File: config.mk
export PLATFORM = sky130hd
export DESIGN_NAME = cycle_jitter_deadline_monitor_top
export DESIGN_NICKNAME = d
export VERILOG_FILES = /design/src/cjdm_pkg.sv /design/src/cycle_jitter_deadline_monitor_top.sv /design/src/cjdm_alu.sv
export SDC_FILE = /design/constraint.sdc
export NUM_CORES = 2
export LEC_CHECK = 0
export CAP_MARGIN = 20
export CORE_AREA = 5 5 468 470
export CTS_CLUSTER_SIZE = 40
export DETAILED_ROUTE_END_ITERATION = 6
export DIE_AREA = 0 0 473 475
export DONT_BUFFER_PORTS = 1
export GPL_TIMING_DRIVEN = 0
export PLACE_DENSITY = 0.46
export SETUP_SLACK_MARGIN = 0.1
export SLEW_MARGIN = 40
export SYNTH_ARGS = -nofsm -noshare
export SYNTH_HDL_FRONTEND = slang
export SYNTH_SLANG_ARGS = --single-unit
File: constraint.sdc
create_clock -name i_clk -period 26.1 [get_ports i_clk]
set_input_delay 5.22 -clock i_clk [delete_from_list [all_inputs] [get_ports i_clk]]
set_output_delay 5.22 -clock i_clk [all_outputs]
set_load 0.005 [all_outputs]
File: src/cjdm_pkg.sv
// shared types, constants and codes for the cycle jitter deadline monitor
package cjdm_pkg;

    // field widths
    localparam int TIME_W      = 48;
    localparam int PERIOD_W    = 16;
    localparam int WARM_W      = 20;
    localparam int THR_W       = 16;
    localparam int IVL_W       = 20;
    localparam int GLITCH_W    = 32;
    localparam int EXTRA_W     = 8;
    localparam int DUR_W       = 32;
    localparam int JIT_W       = 16;
    localparam int CNT32_W     = 32;
    localparam int STREAK_W    = 17;
    localparam int WARMCNT_W   = WARM_W + 1;
    localparam int NUM_PHASES  = 6;
    localparam int PH_IDX_W    = 3;
    localparam int DIV_STEPS   = GLITCH_W;
    localparam int DIV_CNT_W   = $clog2(DIV_STEPS);
    localparam int CFG_ADDR_W  = 3;
    localparam int CFG_DATA_W  = 32;
    localparam int USER_W      = 3;

    // result flag positions in tuser
    localparam int USER_GLITCH = 0;
    localparam int USER_FAULT  = 1;
    localparam int USER_REPORT = 2;

    localparam logic [STREAK_W-1:0] STREAK_MAX = '1;

    // register reset values
    localparam logic [PERIOD_W-1:0] RST_PERIOD   = 16'd1000;
    localparam logic [WARM_W-1:0]   RST_WARMUP   = 20'd2000;
    localparam logic [THR_W-1:0]    RST_MISS_THR = 16'd200;
    localparam logic [IVL_W-1:0]    RST_IVL      = 20'd5000;
    localparam logic [GLITCH_W-1:0] RST_GLITCH   = 32'd1000000;

    typedef enum logic [CFG_ADDR_W-1:0] {
        CFG_PERIOD     = 3'd0,
        CFG_WARMUP     = 3'd1,
        CFG_MISS_THR   = 3'd2,
        CFG_REPORT_IVL = 3'd3,
        CFG_GLITCH     = 3'd4
    } t_cfg_reg;

    typedef enum logic [3:0] {
        S_IDLE,
        S_JIT_A,
        S_JIT_B,
        S_GLITCH,
        S_JPER,
        S_DIV,
        S_EXPA,
        S_EXPB,
        S_PHASE,
        S_EXEC,
        S_EXPK,
        S_MISS,
        S_IOMAX,
        S_DONE
    } t_state;

    // input item, start_time in the low bits
    typedef struct packed {
        logic [DUR_W-1:0]   dur_diag;
        logic [DUR_W-1:0]   dur_events;
        logic [DUR_W-1:0]   dur_automation;
        logic [DUR_W-1:0]   dur_fieldbus;
        logic [DUR_W-1:0]   dur_io_apply;
        logic [DUR_W-1:0]   dur_io;
        logic [EXTRA_W-1:0] extra_ticks;
        logic [TIME_W-1:0]  end_time;
        logic [TIME_W-1:0]  start_time;
    } t_in_item;

    // result payload, worst_jitter in the low bits
    typedef struct packed {
        logic [DUR_W-1:0]   diag_peak;
        logic [DUR_W-1:0]   events_peak;
        logic [DUR_W-1:0]   automation_peak;
        logic [DUR_W-1:0]   fieldbus_peak;
        logic [DUR_W-1:0]   io_peak;
        logic [CNT32_W-1:0] overrun_total;
        logic [CNT32_W-1:0] miss_total;
        logic [TIME_W-1:0]  worst_exec;
        logic [JIT_W-1:0]   worst_jitter;
    } t_out_data;

    localparam int IN_W  = $bits(t_in_item);
    localparam int OUT_W = $bits(t_out_data);

    // shared add/subtract unit request and response
    typedef struct packed {
        logic              sub;
        logic [TIME_W-1:0] a;
        logic [TIME_W-1:0] b;
    } t_alu_req;

    typedef struct packed {
        logic              borrow;
        logic [TIME_W-1:0] res;
    } t_alu_rsp;

endpackage

File: src/cycle_jitter_deadline_monitor_top.sv
// top level of the cycle jitter deadline monitor: sequencer, state and stream ports
//
// One transaction on the slave stream describes one cycle of a periodic control loop
// (start and end timestamps, extra ticks, six phase durations); for each one the block
// sends exactly one transaction on the master stream. tuser carries the flags glitch
// skipped, fault and report valid; when report valid is low every tdata field is zero.
// Items are processed one at a time by a small sequencer around a single 48-bit
// add/subtract unit: timestamp differences, the anchor advance, the glitch, period
// and deadline compares and all peak compares but the jitter one are steps on it,
// the six phase maxima are visited one per cycle, and the drift correction takes the
// remainder of the lateness by the period one bit per cycle over its 32 bits. An item
// occupies the block from acceptance to readiness for the next; tready stays low
// meanwhile, and the last step also waits for the output register to be free. A
// finished result sits in the output register, so the next item is accepted while it
// waits to be taken. Registers are written on the cfg channel (always ready); the
// user must write them only while the block is idle, the block does not enforce it;
// a zero period or report interval behaves as one. After reset the timing is not
// anchored: the first start timestamp becomes the expected time.
module cycle_jitter_deadline_monitor_top (
    input  logic                                i_clk,
    input  logic                                i_rst_n,
    // start_time, end_time, extra_ticks, dur_io, dur_io_apply, dur_fieldbus,
    // dur_automation, dur_events, dur_diag
    input  logic                                s_axis_tvalid,
    output logic                                s_axis_tready,
    input  logic [cjdm_pkg::IN_W-1:0]           s_axis_tdata,
    // worst_jitter, worst_exec, miss_total, overrun_total, io_peak, fieldbus_peak,
    // automation_peak, events_peak, diag_peak
    output logic                                m_axis_tvalid,
    input  logic                                m_axis_tready,
    output logic [cjdm_pkg::OUT_W-1:0]          m_axis_tdata,
    // glitch_skipped, fault, report_valid
    output logic [cjdm_pkg::USER_W-1:0]         m_axis_tuser,
    input  logic                                i_cfg_valid,
    output logic                                o_cfg_ready,
    input  logic [cjdm_pkg::CFG_ADDR_W-1:0]     i_cfg_index,
    input  logic [cjdm_pkg::CFG_DATA_W-1:0]     i_cfg_data
);
    import cjdm_pkg::*;

    // configuration registers
    logic [PERIOD_W-1:0] r_period;
    logic [WARM_W-1:0]   r_warmup;
    logic [THR_W-1:0]    r_thr;
    logic [IVL_W-1:0]    r_ivl;
    logic [GLITCH_W-1:0] r_glitch;

    // sequencer
    t_state r_state, n_state;
    t_alu_req alu_req;
    t_alu_rsp alu_rsp;

    // monitor state
    logic [TIME_W-1:0]    r_exp;
    logic [WARMCNT_W-1:0] r_wc;
    logic [IVL_W-1:0]     r_rc;
    logic [JIT_W-1:0]     r_jpk;
    logic                 r_have;
    logic [TIME_W-1:0]    r_epk;
    logic [CNT32_W-1:0]   r_miss;
    logic [STREAK_W-1:0]  r_streak;
    logic [CNT32_W-1:0]   r_ovr;
    logic [DUR_W-1:0]     r_ppk [NUM_PHASES];
    logic                 r_fault;

    // per-item control
    logic                 r_skip;
    logic                 r_res_fault;
    logic                 r_tick;
    logic                 r_lt;
    logic                 r_gt;
    logic [DIV_CNT_W-1:0] r_cnt;
    logic [PH_IDX_W-1:0]  r_idx;

    // per-item payload
    logic [TIME_W-1:0]    r_start;
    logic [TIME_W-1:0]    r_end;
    logic [DUR_W-1:0]     r_dur [NUM_PHASES];
    logic [TIME_W-1:0]    r_tmp;
    logic [TIME_W-1:0]    r_jit;
    logic [PERIOD_W-1:0]  r_rem;
    logic [GLITCH_W-1:0]  r_dvd;
    logic [TIME_W-1:0]    r_execv;
    logic [DUR_W-1:0]     r_iomax;

    // output register
    logic                 r_m_valid;
    logic [OUT_W-1:0]     r_m_data;
    logic [USER_W-1:0]    r_m_user;

    t_in_item             in_item;
    t_out_data            out_data;
    logic                 in_acc;
    logic                 out_free;
    logic                 report;
    logic [PERIOD_W-1:0]  period_eff;
    logic [IVL_W-1:0]     ivl_eff;
    logic [TIME_W-1:0]    period_x;
    logic [PERIOD_W:0]    div_trial;
    logic [IVL_W:0]       rc_inc;
    logic                 rc_tick;
    logic [STREAK_W-1:0]  streak_inc;

    assign in_item    = t_in_item'(s_axis_tdata);
    assign in_acc     = s_axis_tvalid && s_axis_tready;
    assign out_free   = !r_m_valid || m_axis_tready;
    assign period_eff = (r_period == '0) ? PERIOD_W'(1) : r_period;
    assign ivl_eff    = (r_ivl == '0) ? IVL_W'(1) : r_ivl;
    assign period_x   = TIME_W'(period_eff);
    // next remainder candidate: shift in the next dividend bit
    assign div_trial  = {r_rem, r_dvd[GLITCH_W-1]};
    assign rc_inc     = {1'b0, r_rc} + (IVL_W+1)'(1);
    assign rc_tick    = rc_inc >= {1'b0, ivl_eff};
    assign streak_inc = (r_streak != STREAK_MAX) ? r_streak + STREAK_W'(1) : r_streak;
    // a report needs a tick, samples, and neither a glitch nor a fault on this item
    assign report     = r_tick && r_have && !r_skip && !r_res_fault;

    assign s_axis_tready = (r_state == S_IDLE);
    assign o_cfg_ready   = 1'b1;
    assign m_axis_tvalid = r_m_valid;
    assign m_axis_tdata  = r_m_data;
    assign m_axis_tuser  = r_m_user;

    cjdm_alu u_alu (
        .i_req (alu_req),
        .o_rsp (alu_rsp)
    );

    // configuration writes
    always_ff @(posedge i_clk) begin
        if (!i_rst_n) begin
            r_period <= RST_PERIOD;
            r_warmup <= RST_WARMUP;
            r_thr    <= RST_MISS_THR;
            r_ivl    <= RST_IVL;
            r_glitch <= RST_GLITCH;
        end else if (i_cfg_valid && o_cfg_ready) begin
            unique case (t_cfg_reg'(i_cfg_index))
                CFG_PERIOD:     r_period <= i_cfg_data[PERIOD_W-1:0];
                CFG_WARMUP:     r_warmup <= i_cfg_data[WARM_W-1:0];
                CFG_MISS_THR:   r_thr    <= i_cfg_data[THR_W-1:0];
                CFG_REPORT_IVL: r_ivl    <= i_cfg_data[IVL_W-1:0];
                CFG_GLITCH:     r_glitch <= i_cfg_data[GLITCH_W-1:0];
                default: ;
            endcase
        end
    end

    // state register
    always_ff @(posedge i_clk) begin
        if (!i_rst_n) begin
            r_state <= S_IDLE;
        end else begin
            r_state <= n_state;
        end
    end

    // next state and operand selection for the shared unit
    always_comb begin
        n_state     = r_state;
        alu_req.sub = 1'b1;
        alu_req.a   = '0;
        alu_req.b   = '0;
        unique case (r_state)
            S_IDLE: begin
                if (in_acc) begin
                    n_state = r_fault ? S_DONE : S_JIT_A;
                end
            end
            S_JIT_A: begin
                // start - expected
                alu_req.a = r_start;
                alu_req.b = r_exp;
                n_state   = S_JIT_B;
            end
            S_JIT_B: begin
                // expected - start
                alu_req.a = r_exp;
                alu_req.b = r_start;
                n_state   = S_GLITCH;
            end
            S_GLITCH: begin
                // borrow means jitter above the glitch limit
                alu_req.a = TIME_W'(r_glitch);
                alu_req.b = r_jit;
                n_state   = alu_rsp.borrow ? S_EXPB : S_JPER;
            end
            S_JPER: begin
                alu_req.a = r_jit;
                alu_req.b = period_x;
                n_state   = r_gt ? S_DIV : S_EXPB;
            end
            S_DIV: begin
                alu_req.a = TIME_W'(div_trial);
                alu_req.b = period_x;
                if (r_cnt == DIV_CNT_W'(DIV_STEPS - 1)) begin
                    n_state = S_EXPA;
                end
            end
            S_EXPA: begin
                // start minus lateness remainder lands on the period grid
                alu_req.a = r_start;
                alu_req.b = TIME_W'(r_rem);
                n_state   = S_EXPB;
            end
            S_EXPB: begin
                alu_req.sub = 1'b0;
                alu_req.a   = r_exp;
                alu_req.b   = period_x;
                n_state     = r_skip ? S_DONE : S_PHASE;
            end
            S_PHASE: begin
                alu_req.a = TIME_W'(r_ppk[r_idx]);
                alu_req.b = TIME_W'(r_dur[r_idx]);
                if (r_idx == PH_IDX_W'(NUM_PHASES - 1)) begin
                    n_state = S_EXEC;
                end
            end
            S_EXEC: begin
                alu_req.a = r_end;
                alu_req.b = r_start;
                n_state   = S_EXPK;
            end
            S_EXPK: begin
                alu_req.a = r_epk;
                alu_req.b = r_execv;
                n_state   = S_MISS;
            end
            S_MISS: begin
                // borrow means execution time past the deadline
                alu_req.a = period_x;
                alu_req.b = r_execv;
                n_state   = S_IOMAX;
            end
            S_IOMAX: begin
                alu_req.a = TIME_W'(r_ppk[0]);
                alu_req.b = TIME_W'(r_ppk[1]);
                n_state   = S_DONE;
            end
            S_DONE: begin
                if (out_free) begin
                    n_state = S_IDLE;
                end
            end
            default: n_state = S_IDLE;
        endcase
    end

    // monitor state and per-item control
    always_ff @(posedge i_clk) begin
        if (!i_rst_n) begin
            r_exp       <= '0;
            r_wc        <= '0;
            r_rc        <= '0;
            r_jpk       <= '0;
            r_have      <= 1'b0;
            r_epk       <= '0;
            r_miss      <= '0;
            r_streak    <= '0;
            r_ovr       <= '0;
            r_fault     <= 1'b0;
            r_skip      <= 1'b0;
            r_res_fault <= 1'b0;
            r_tick      <= 1'b0;
            r_lt        <= 1'b0;
            r_gt        <= 1'b0;
            r_cnt       <= '0;
            r_idx       <= '0;
            r_m_valid   <= 1'b0;
            for (int i = 0; i < NUM_PHASES; i++) begin
                r_ppk[i] <= '0;
            end
        end else begin
            if (r_state == S_DONE && out_free) begin
                r_m_valid <= 1'b1;
            end else if (m_axis_tready) begin
                r_m_valid <= 1'b0;
            end

            unique case (r_state)
                S_IDLE: begin
                    if (in_acc) begin
                        r_skip      <= 1'b0;
                        r_tick      <= 1'b0;
                        r_res_fault <= r_fault;
                        if (!r_fault) begin
                            r_ovr <= r_ovr + CNT32_W'(in_item.extra_ticks);
                            // not anchored yet: take this start as the expected time
                            if (r_exp == '0) begin
                                r_exp <= in_item.start_time;
                            end
                        end
                    end
                end
                S_JIT_A: begin
                    r_lt <= alu_rsp.borrow;
                    r_gt <= !alu_rsp.borrow && (alu_rsp.res != '0);
                end
                S_GLITCH: begin
                    if (alu_rsp.borrow) begin
                        // re-anchor; the period is added in the shared step
                        r_exp  <= r_start;
                        r_skip <= 1'b1;
                    end else begin
                        if (r_wc <= WARMCNT_W'(r_warmup)) begin
                            r_wc <= r_wc + WARMCNT_W'(1);
                        end
                        r_rc   <= rc_tick ? '0 : rc_inc[IVL_W-1:0];
                        r_tick <= rc_tick;
                    end
                end
                S_JPER: begin
                    r_cnt <= '0;
                    if (r_wc > WARMCNT_W'(r_warmup) && alu_rsp.borrow) begin
                        r_have <= 1'b1;
                        // jitter below the period fits the peak width
                        if (r_jit[JIT_W-1:0] > r_jpk) begin
                            r_jpk <= r_jit[JIT_W-1:0];
                        end
                    end
                end
                S_DIV: begin
                    r_cnt <= r_cnt + DIV_CNT_W'(1);
                end
                S_EXPA: begin
                    r_exp <= alu_rsp.res;
                end
                S_EXPB: begin
                    r_exp <= alu_rsp.res;
                    r_idx <= '0;
                end
                S_PHASE: begin
                    if (alu_rsp.borrow) begin
                        r_ppk[r_idx] <= r_dur[r_idx];
                    end
                    r_idx <= r_idx + PH_IDX_W'(1);
                end
                S_EXPK: begin
                    if (alu_rsp.borrow) begin
                        r_epk <= r_execv;
                    end
                end
                S_MISS: begin
                    if (alu_rsp.borrow) begin
                        r_miss   <= r_miss + CNT32_W'(1);
                        r_streak <= streak_inc;
                        if (streak_inc > STREAK_W'(r_thr)) begin
                            r_fault     <= 1'b1;
                            r_res_fault <= 1'b1;
                        end
                    end else begin
                        r_streak <= '0;
                    end
                end
                S_DONE: begin
                    // window maxima clear once reported
                    if (out_free && report) begin
                        r_jpk  <= '0;
                        r_have <= 1'b0;
                        r_epk  <= '0;
                        for (int i = 0; i < NUM_PHASES; i++) begin
                            r_ppk[i] <= '0;
                        end
                    end
                end
                default: ;
            endcase
        end
    end

    // result payload
    always_comb begin
        out_data = '0;
        if (report) begin
            out_data.worst_jitter    = r_jpk;
            out_data.worst_exec      = r_epk;
            out_data.miss_total      = r_miss;
            out_data.overrun_total   = r_ovr;
            out_data.io_peak         = r_iomax;
            out_data.fieldbus_peak   = r_ppk[2];
            out_data.automation_peak = r_ppk[3];
            out_data.events_peak     = r_ppk[4];
            out_data.diag_peak       = r_ppk[5];
        end
    end

    // item payload and working values
    always_ff @(posedge i_clk) begin
        unique case (r_state)
            S_IDLE: begin
                if (in_acc) begin
                    r_start  <= in_item.start_time;
                    r_end    <= in_item.end_time;
                    r_dur[0] <= in_item.dur_io;
                    r_dur[1] <= in_item.dur_io_apply;
                    r_dur[2] <= in_item.dur_fieldbus;
                    r_dur[3] <= in_item.dur_automation;
                    r_dur[4] <= in_item.dur_events;
                    r_dur[5] <= in_item.dur_diag;
                end
            end
            S_JIT_A: r_tmp <= alu_rsp.res;
            S_JIT_B: r_jit <= r_lt ? alu_rsp.res : r_tmp;
            S_JPER: begin
                // lateness stays within the glitch limit width here
                r_dvd <= r_jit[GLITCH_W-1:0];
                r_rem <= '0;
            end
            S_DIV: begin
                r_rem <= alu_rsp.borrow ? div_trial[PERIOD_W-1:0]
                                        : alu_rsp.res[PERIOD_W-1:0];
                r_dvd <= r_dvd << 1;
            end
            S_EXEC:  r_execv <= alu_rsp.borrow ? '0 : alu_rsp.res;
            S_IOMAX: r_iomax <= alu_rsp.borrow ? r_ppk[1] : r_ppk[0];
            S_DONE: begin
                if (out_free) begin
                    r_m_data              <= out_data;
                    r_m_user              <= '0;
                    r_m_user[USER_GLITCH] <= r_skip;
                    r_m_user[USER_FAULT]  <= r_res_fault;
                    r_m_user[USER_REPORT] <= report;
                end
            end
            default: ;
        endcase
    end

    // the fault never clears once latched
    a_fault_sticky: assert property (@(posedge i_clk) disable iff (!i_rst_n)
        r_fault |=> r_fault)
        else $error("latched fault cleared");

    // a report never comes with a glitch or fault flag
    a_report_alone: assert property (@(posedge i_clk) disable iff (!i_rst_n)
        (m_axis_tvalid && m_axis_tuser[USER_REPORT])
            |-> (!m_axis_tuser[USER_FAULT] && !m_axis_tuser[USER_GLITCH]))
        else $error("report combined with glitch or fault");

    // without a report the payload is all zero
    a_quiet_payload: assert property (@(posedge i_clk) disable iff (!i_rst_n)
        (m_axis_tvalid && !m_axis_tuser[USER_REPORT]) |-> (m_axis_tdata == '0))
        else $error("payload set without report");

    // the serial remainder ends below the period
    a_rem_range: assert property (@(posedge i_clk) disable iff (!i_rst_n)
        (r_state == S_EXPA) |-> (r_rem < period_eff))
        else $error("remainder not below period");

endmodule

File: src/cjdm_alu.sv
// shared add/subtract unit with borrow flag, used by the sequencer steps between acceptance and the result
module cjdm_alu (
    input  cjdm_pkg::t_alu_req i_req,
    output cjdm_pkg::t_alu_rsp o_rsp
);
    import cjdm_pkg::*;

    logic [TIME_W-1:0] b_op;
    logic [TIME_W:0]   sum;

    assign b_op = i_req.sub ? ~i_req.b : i_req.b;
    assign sum  = {1'b0, i_req.a} + {1'b0, b_op} + {{TIME_W{1'b0}}, i_req.sub};

    assign o_rsp.res    = sum[TIME_W-1:0];
    // borrow on subtract (a < b), carry out on add
    assign o_rsp.borrow = i_req.sub ? ~sum[TIME_W] : sum[TIME_W];

endmodule
# After elaboration in Yosys (flattened, before gate mapping)
# Memory sizes are Yosys's and may differ from the RTL's. A register that Yosys moved wholly into a read port is not among the register bits.
# Cells that the tools add are included.
dict set report classes {
  n_reduce_logical 53
  add_sub_neg 9
  bitwise 10
  order_cmp 5
  mux 76
  n_eq_ne 34
}
# op count
set op_table {}
lappend op_table {{$pmux 96 s12} 1}
lappend op_table {{$mux 48} 8}
lappend op_table {{$mux 32} 8}
lappend op_table {{$pmux 48 s3} 1}
lappend op_table {{$pmux 48 s2} 1}
lappend op_table {{$mux 16} 5}
lappend op_table {{$pmux 16 s2} 2}
lappend op_table {{$pmux 32 s2} 1}
lappend op_table {{$pmux 4 s14} 1}
lappend op_table {{$add 48x48->49} 1}
lappend op_table {{$add 49x1->49} 1}
lappend op_table {{$logic_not 48->1} 1}
lappend op_table {{$not 48->48} 1}
lappend op_table {{$reduce_bool 48->1} 1}
lappend op_table {{$mux 20} 2}
lappend op_table {{$mux 17} 2}
lappend op_table {{$add 32x1->32 const B} 1}
lappend op_table {{$add 32x8->32} 1}
lappend op_table {{$reduce_or 32->1} 1}
lappend op_table {{$mux 1} 25}
lappend op_table {{$eq 4x4->1 const B} 6}
lappend op_table {{$ne 2x2->1 const B} 11}
lappend op_table {{$add 20x1->21 const B} 1}
lappend op_table {{$add 21x1->21 const B} 1}
lappend op_table {{other kinds (39)} 103}
dict set report word_totals {
  ramBits 384
  out_inout_bits 294
  inputBits 336
  register_bits 969
  elab_cells 223
  mem_count 2
}
# memory depth width read_ports rd_clocked_by_memory_dff wr line_no
set memory_table {}
lappend memory_table {r_dur 6 32 1 1 6 cycle_jitter_deadline_monitor_top.sv:78} ;# logic [DUR_W-1:0] r_dur [NUM_PHASES];
lappend memory_table {r_ppk 6 32 7 5 6 cycle_jitter_deadline_monitor_top.sv:63} ;# logic [DUR_W-1:0] r_ppk [NUM_PHASES];

# Logic depth before layout (Yosys ltp)
dict set report logic_depth {
  ltp_word 15
  mapped_depth 28
  mapped_depth_nobuf 22
}

# By module
# Synthesis repeated with hierarchy kept, for this count alone.
dict set report hier_totals {
  hier_cells 5338
  area_unflattened_um2 64344.2
}
# module seq_area_each_um2 area_per_inst_um2 instances cells_each
set by_module_without_submodules {}
lappend by_module_without_submodules {cycle_jitter_deadline_monitor_top 39027.4 61032.3 1 4872}
lappend by_module_without_submodules {cjdm_alu 0.0 3311.9 1 466}

# Worst setup path before layout
# Ideal clock, no wire load.
dict set report synth_path {
  kind {in2reg}
  start {input port m_axis_tready}
  end {memory r_ppk[0][0] (enable)}
  setup_ns 0.389
  arrival_ns 20.652
  t_required_ns 25.711
  stages 5
  setup_slack_ns 5.059
  n_path_buf 1
  cell_sequence {nand2b_1 > nor2b_1 > a21oi_1 > clkbuf_1 > nand2_1}
}
# item line_no
set synth_rtl {}
lappend synth_rtl {{start, declared} cycle_jitter_deadline_monitor_top.sv:30} ;# input logic m_axis_tready,
lappend synth_rtl {{end, declared} cycle_jitter_deadline_monitor_top.sv:63}

# Final worst setup path
dict set report layout_path {
  start {register r_state[2]}
  end {register r_iomax[22] (data pin)}
}
dict set report layout_via {
  elab_chain_len 9
  elab_cells_between_ends 21
  classes_between {add/sub: 2; eq/ne: 12; mux: 5; bitwise: 2}
}
# item line_no
set layout_rtl {}
lappend layout_rtl {{start, declared} cycle_jitter_deadline_monitor_top.sv:49} ;# t_state r_state, n_state;
lappend layout_rtl {{start signal, assigned} cycle_jitter_deadline_monitor_top.sv:154} ;# r_state <= n_state;
lappend layout_rtl {{$eq 4x4->1 (tied with other cells)} cycle_jitter_deadline_monitor_top.sv:164} ;# unique case (r_state)
lappend layout_rtl {{$pmux 96 s12} cycle_jitter_deadline_monitor_top.sv:164}
lappend layout_rtl {{$not 48->48} cjdm_alu.sv:11} ;# assign b_op = i_req.sub ? ~i_req.b : i_req.b;
lappend layout_rtl {{$mux 48} cjdm_alu.sv:11}
lappend layout_rtl {{$add 48x48->49} cjdm_alu.sv:12} ;# assign sum = {1'b0, i_req.a} + {1'b0, b_op} + {{TIME_W{1'b0}}, i_req.sub};
lappend layout_rtl {{$add 49x1->49} cjdm_alu.sv:12}
lappend layout_rtl {{$not 1->1} cjdm_alu.sv:16} ;# assign o_rsp.borrow = i_req.sub ? ~sum[TIME_W] : sum[TIME_W];
lappend layout_rtl {{$mux 1 (*)} cjdm_alu.sv:16}
lappend layout_rtl {{$mux 32 (*)} cycle_jitter_deadline_monitor_top.sv:415} ;# S_IOMAX: r_iomax <= alu_rsp.borrow ? r_ppk[1] : r_ppk[0];
lappend layout_rtl {{end signal, assigned} cycle_jitter_deadline_monitor_top.sv:415}
lappend layout_rtl {{end, declared} cycle_jitter_deadline_monitor_top.sv:84} ;# logic [DUR_W-1:0] r_iomax;
# Mark *: on every way between the ends. The rest lies on a longest branch, timed or not.
# A chain may end at the register's enable or synchronous reset.

==> impl_metrics.py <==
metrics = {
    "routing": {
        "viasPerCell": 5.45,
        "wl_mm": 270,
        "via_count": 47200,
        "drtIter0Drc": 5743,
        "dr.pass1.iters": 7,
        "drc": 24,
        "wl_per_cell_um": 31.2,
        "postRouteAntennaNets": 0,
    },
    "floorplan": {
        "start_util_pct": 29.8,
        "dieArea_mm2": 0.225,
        "rows": 170,
        "die_x_um": 473,
        "ioPinCount": 630,
        "fp.dieH_um": 475,
        "core_mm2": 0.214,
    },
    "placement": {
        "globalplace.congestion": 0.936,
        "dp_hpwl_mm": 209,
        "io_buffers": 0,
        "dpl-instance-area_mm2": 0.0685,
        "dp_slack_ps": 15810,
    },
    "sta": {
        "worst_slack_ps": 15850,
        "layout_min_cycle_time_ps": 10250,
        "rsz0062_at_grt": "no",
        "setup_tns_ps": 0,
        "fin_crit_sh_pct": 39.3,
        "max_freq_mhz": 97.5,
        "setup_viol": 0,
        "drv_slew": 0,
        "skew_ps": 59.4,
        "max_slew.worst_pin.slew_ps": 982,
        "maxSlewHeadroom_pct": 33.9,
        "hold_viol_final": 0,
    },
    "synthesis": {
        "yosysSeqAreaShare_pct": 61.2,
        "ys_seq_elements": 1420,
        "synthesis.instances": 5429,
        "ys_warn_count": 0,
        "synth_edf_count": 1059,
        "synth.distinct_cells": 91,
        "syn_nets": 5902,
        "syn_avg_cell_area_um2": 11.7,
        "synthArstFlopShare_pct": 0,
        "synth_ff_type": "edfxtp_1",
        "syn_area_mm2": 0.0638,
    },
    "critical_path": {
        "max_stage_delay_ps": 820,
        "worst-setup-path-type": "reg -> reg",
        "crit_required_ps": 26790,
        "cp_common_cell": "clkbuf_1",
        "path_delay_family": "buffers and inverters",
        "cp_max_fo": 10,
        "slowest_stage": "a2111oi_1",
        "worst-path-buf-inv": 11,
        "cp-end-kind": "register",
        "cp.arrival_ps": 10950,
        "crit_path_start_kind": "register",
    },
    "layout": {
        "syn_to_final_growth_pct": 16.2,
        "layout-drive-gt1-share_pct": 11.0,
        "nets": 6129,
        "design_area_mm2": 0.0741,
    },
    "clock_network": {
        "cts-root-buf": "clkbuf_16",
        "max-clock-path-buffers": 3,
        "clkLatencyLatePin_ps": 850,
        "postCtsHoldBufs": 0,
        "cts_max_level": 4,
        "cts_tree": "built",
        "cts_made_buffers": 169,
        "clk_pin_slew_ps": 60,
        "cts_setup_buffers": 0,
        "ctsResizeCount": 0,
        "clock-sinks": 1420,
    },
    "grt": {
        "grt_pass1_wl_mm": 367,
        "globalRoute.totalOverflow": 0,
        "antenna_found_initial": 55,
        "grt_pass1_vias": 45500,
        "grt_use_total_pct": 23.2,
        "grt_max_degree": 88,
    },
    "pwr": {
        "sw_frac_of_total_pct": 44.1,
        "intPower_w": 0.00560,
        "clock_power_share_pct": 23.7,
        "leakage_nw": 25.3,
        "pwr-share-seq_pct": 32.4,
        "cellPowerDensity_mw_per_mm2": 135,
        "comb_power_share_pct": 44.0,
        "power_switching_w": 0.00442,
        "peakVddDrop_v": 0.000124,
    },
    "status": {
        "failed_checks": "design-rule violations",
        "status": "complete, but fails checks",
    },
    "worst_hold_path": {
        "hold_class": "reg -> reg",
    },
    "run": {
        "max_cap_viol_count": 0,
    },
}
==> sequential cells by signal, summed over array words and instances, names as in the netlist, 17 cells and up, named ones only <==
name	cells
r_wc	21
r_ovr	32
r_ppk	256
r_dvd	32
r_iomax	32
r_glitch	32
r_miss	32
m_axis_tdata	288
r_exp	48
r_start	48
r_ivl	20
r_warmup	20
r_execv	48
r_end	48
r_streak	17
r_epk	48
r_jit	48
r_rc	20
r_tmp	48
r_dur	192
==> cells in the final DEF (no fill, tap or decap), types with 58 or more instances in the layout <==
cell,n
clkbuf_1,258
dfxtp_1,361
buf_2,64
a222oi_1,94
o21ai_0,112
nand3_1,177
inv_1,163
nand2_1,758
xnor2_1,71
a21oi_1,325
mux4_2,96
clkbuf_2,64
ha_1,135
clkbuf_16,173
a22oi_1,134
xor2_1,58
nor2_1,415
and2_1,324
mux2i_1,89
edfxtp_1,1059
==> routing by layer <==
metal	GRT usage, %	vias up	wire length, um
li1	-	20600	-
met1	30.5	23800	113000
met2	36.7	2297	124000
met3	5.67	479	21500
met4	9.59	18	11900
met5	0	-	131
==> area by class of cell <==
cell class                      count  area [um2]
Fill cell                       21300      140000
Multi-Input combinational cell   3499       23100
Tap cell                         2838        3550
Clock inverter                     80         856
Buffer                            345        1450
Antenna cell                       39        97.6
Timing Repair Buffer               56         793
Inverter                          165         629
Sequential cell                  1420       39000
Clock buffer                      229        4670
==> Yosys cell counts (9+ instances only) <==
| master | n | area [um2] |
|---|---|---|
| o21ai_0 | 112 | 561 |
| ha_1 | 135 | 1690 |
| nor2_1 | 417 | 1570 |
| a31oi_1 | 14 | 87.6 |
| nand2b_1 | 27 | 169 |
| nor4_1 | 39 | 244 |
| nor2b_1 | 18 | 113 |
| and2_1 | 324 | 2030 |
| or4_1 | 12 | 90.1 |
| xor2_1 | 59 | 517 |
| a311oi_1 | 36 | 315 |
| buf_2 | 27 | 135 |
| nand2_1 | 764 | 2870 |
| a222oi_1 | 94 | 941 |
| o2111ai_1 | 15 | 131 |
| a21o_1 | 47 | 353 |
| a221oi_1 | 54 | 473 |
| a21oi_1 | 326 | 1630 |
| nand3_1 | 177 | 886 |
| and3_1 | 32 | 200 |
| o21bai_1 | 23 | 173 |
| edfxtp_1 | 1059 | 31800 |
| o21a_1 | 17 | 128 |
| dfxtp_1 | 361 | 7230 |
| a22oi_1 | 134 | 1010 |
| nor3_1 | 36 | 180 |
| inv_1 | 165 | 619 |
| mux2i_1 | 89 | 891 |
| or3_1 | 26 | 163 |
| nand3b_1 | 11 | 82.6 |
| o21ai_1 | 33 | 165 |
| mux4_2 | 96 | 2160 |
| o31ai_1 | 9 | 67.6 |
| mux2_2 | 46 | 518 |
| a211oi_1 | 24 | 180 |
| nand4_1 | 48 | 300 |
| o211ai_1 | 26 | 195 |
| clkbuf_1 | 278 | 1040 |
| buf_1 | 37 | 139 |
| xnor2_1 | 77 | 674 |
==> final timing paths <==
kind / from / endpoint / slack [ps] / cells past startpoint
worst max-delay path: r_state[2]$_SDFFE_PN0P_ / r_iomax[22]$_DFFE_PN_ / 15850 / 27
worst min-delay path: r_have$_SDFFE_PN0P_ / r_have$_SDFFE_PN0P_ / 460 / 2
worst max register to register: r_state[2]$_SDFFE_PN0P_ / r_iomax[22]$_DFFE_PN_ / 15850 / 27
worst min register to register: r_have$_SDFFE_PN0P_ / r_have$_SDFFE_PN0P_ / 460 / 2
==> power groups by stage <==
stage | combinational, W | sequential, W | clock [W]
after CTS | 0.00428 | 0.00323 | 0.00242
final | 0.00440 | 0.00324 | 0.00237
after floorplan | 0.00247 | 0.00320 | 0
after global placement | 0.00415 | 0.00336 | 0
after global routing | 0.00459 | 0.00326 | 0.00251
after detailed placement | 0.00426 | 0.00328 | 0
==> stage by stage <==
step,utilization (%),hold WS (ps),std cells,power [W]
2_1_floorplan,-,432,5429,0.00566
3_3_place_gp,31.5,445,8267,0.00752
3_5_place_dp,32.0,450,8322,0.00754
4_1_cts,34.6,461,8631,0.00994
5_1_grt,34.6,479,8649,0.0104
6_report,34.7,458,8671,0.0100
==> kinds of logic (layout without fill, tap and decap cells) <==
| family | count (synthesis) | count (layout) | share of synthesized area, % |
|---|---|---|---|
| XOR/XNOR | 139 | 139 | 1.94 |
| AND/OR/NAND/NOR | 1972 | 1972 | 14.5 |
| other | 1 | 40 | 0.00588 |
| buffers and inverters | 510 | 875 | 3.07 |
| multiplexers | 233 | 233 | 5.64 |
| adder cells (fa/ha/maj) | 137 | 137 | 2.71 |
| AO/OA/AOI/OAI | 1017 | 1017 | 10.9 |
| flip-flops | 1420 | 1420 | 61.2 |
==> worst register-to-register path, cell delays in order, from the launching register on <==
cell and delay, ps:
dfxtp_1 370, buf_2 230, buf_2 280, clkbuf_1 440, and3_1 330, clkbuf_1 380, clkbuf_1 540, clkbuf_1 720
a222oi_1 210, nand2_1 120, a221oi_1 50, ha_1 320, clkbuf_1 220, a21oi_1 200, o21ai_0 240, a2111oi_1 820
a211oi_1 270, nor4_2 540, o211ai_1 220, a21o_1 230, a21o_1 170, buf_2 250, xnor2_1 720, buf_2 580
buf_2 610, clkbuf_1 750, nand2_1 130, nand2_1 150
(Power assumes the default switching activity.)
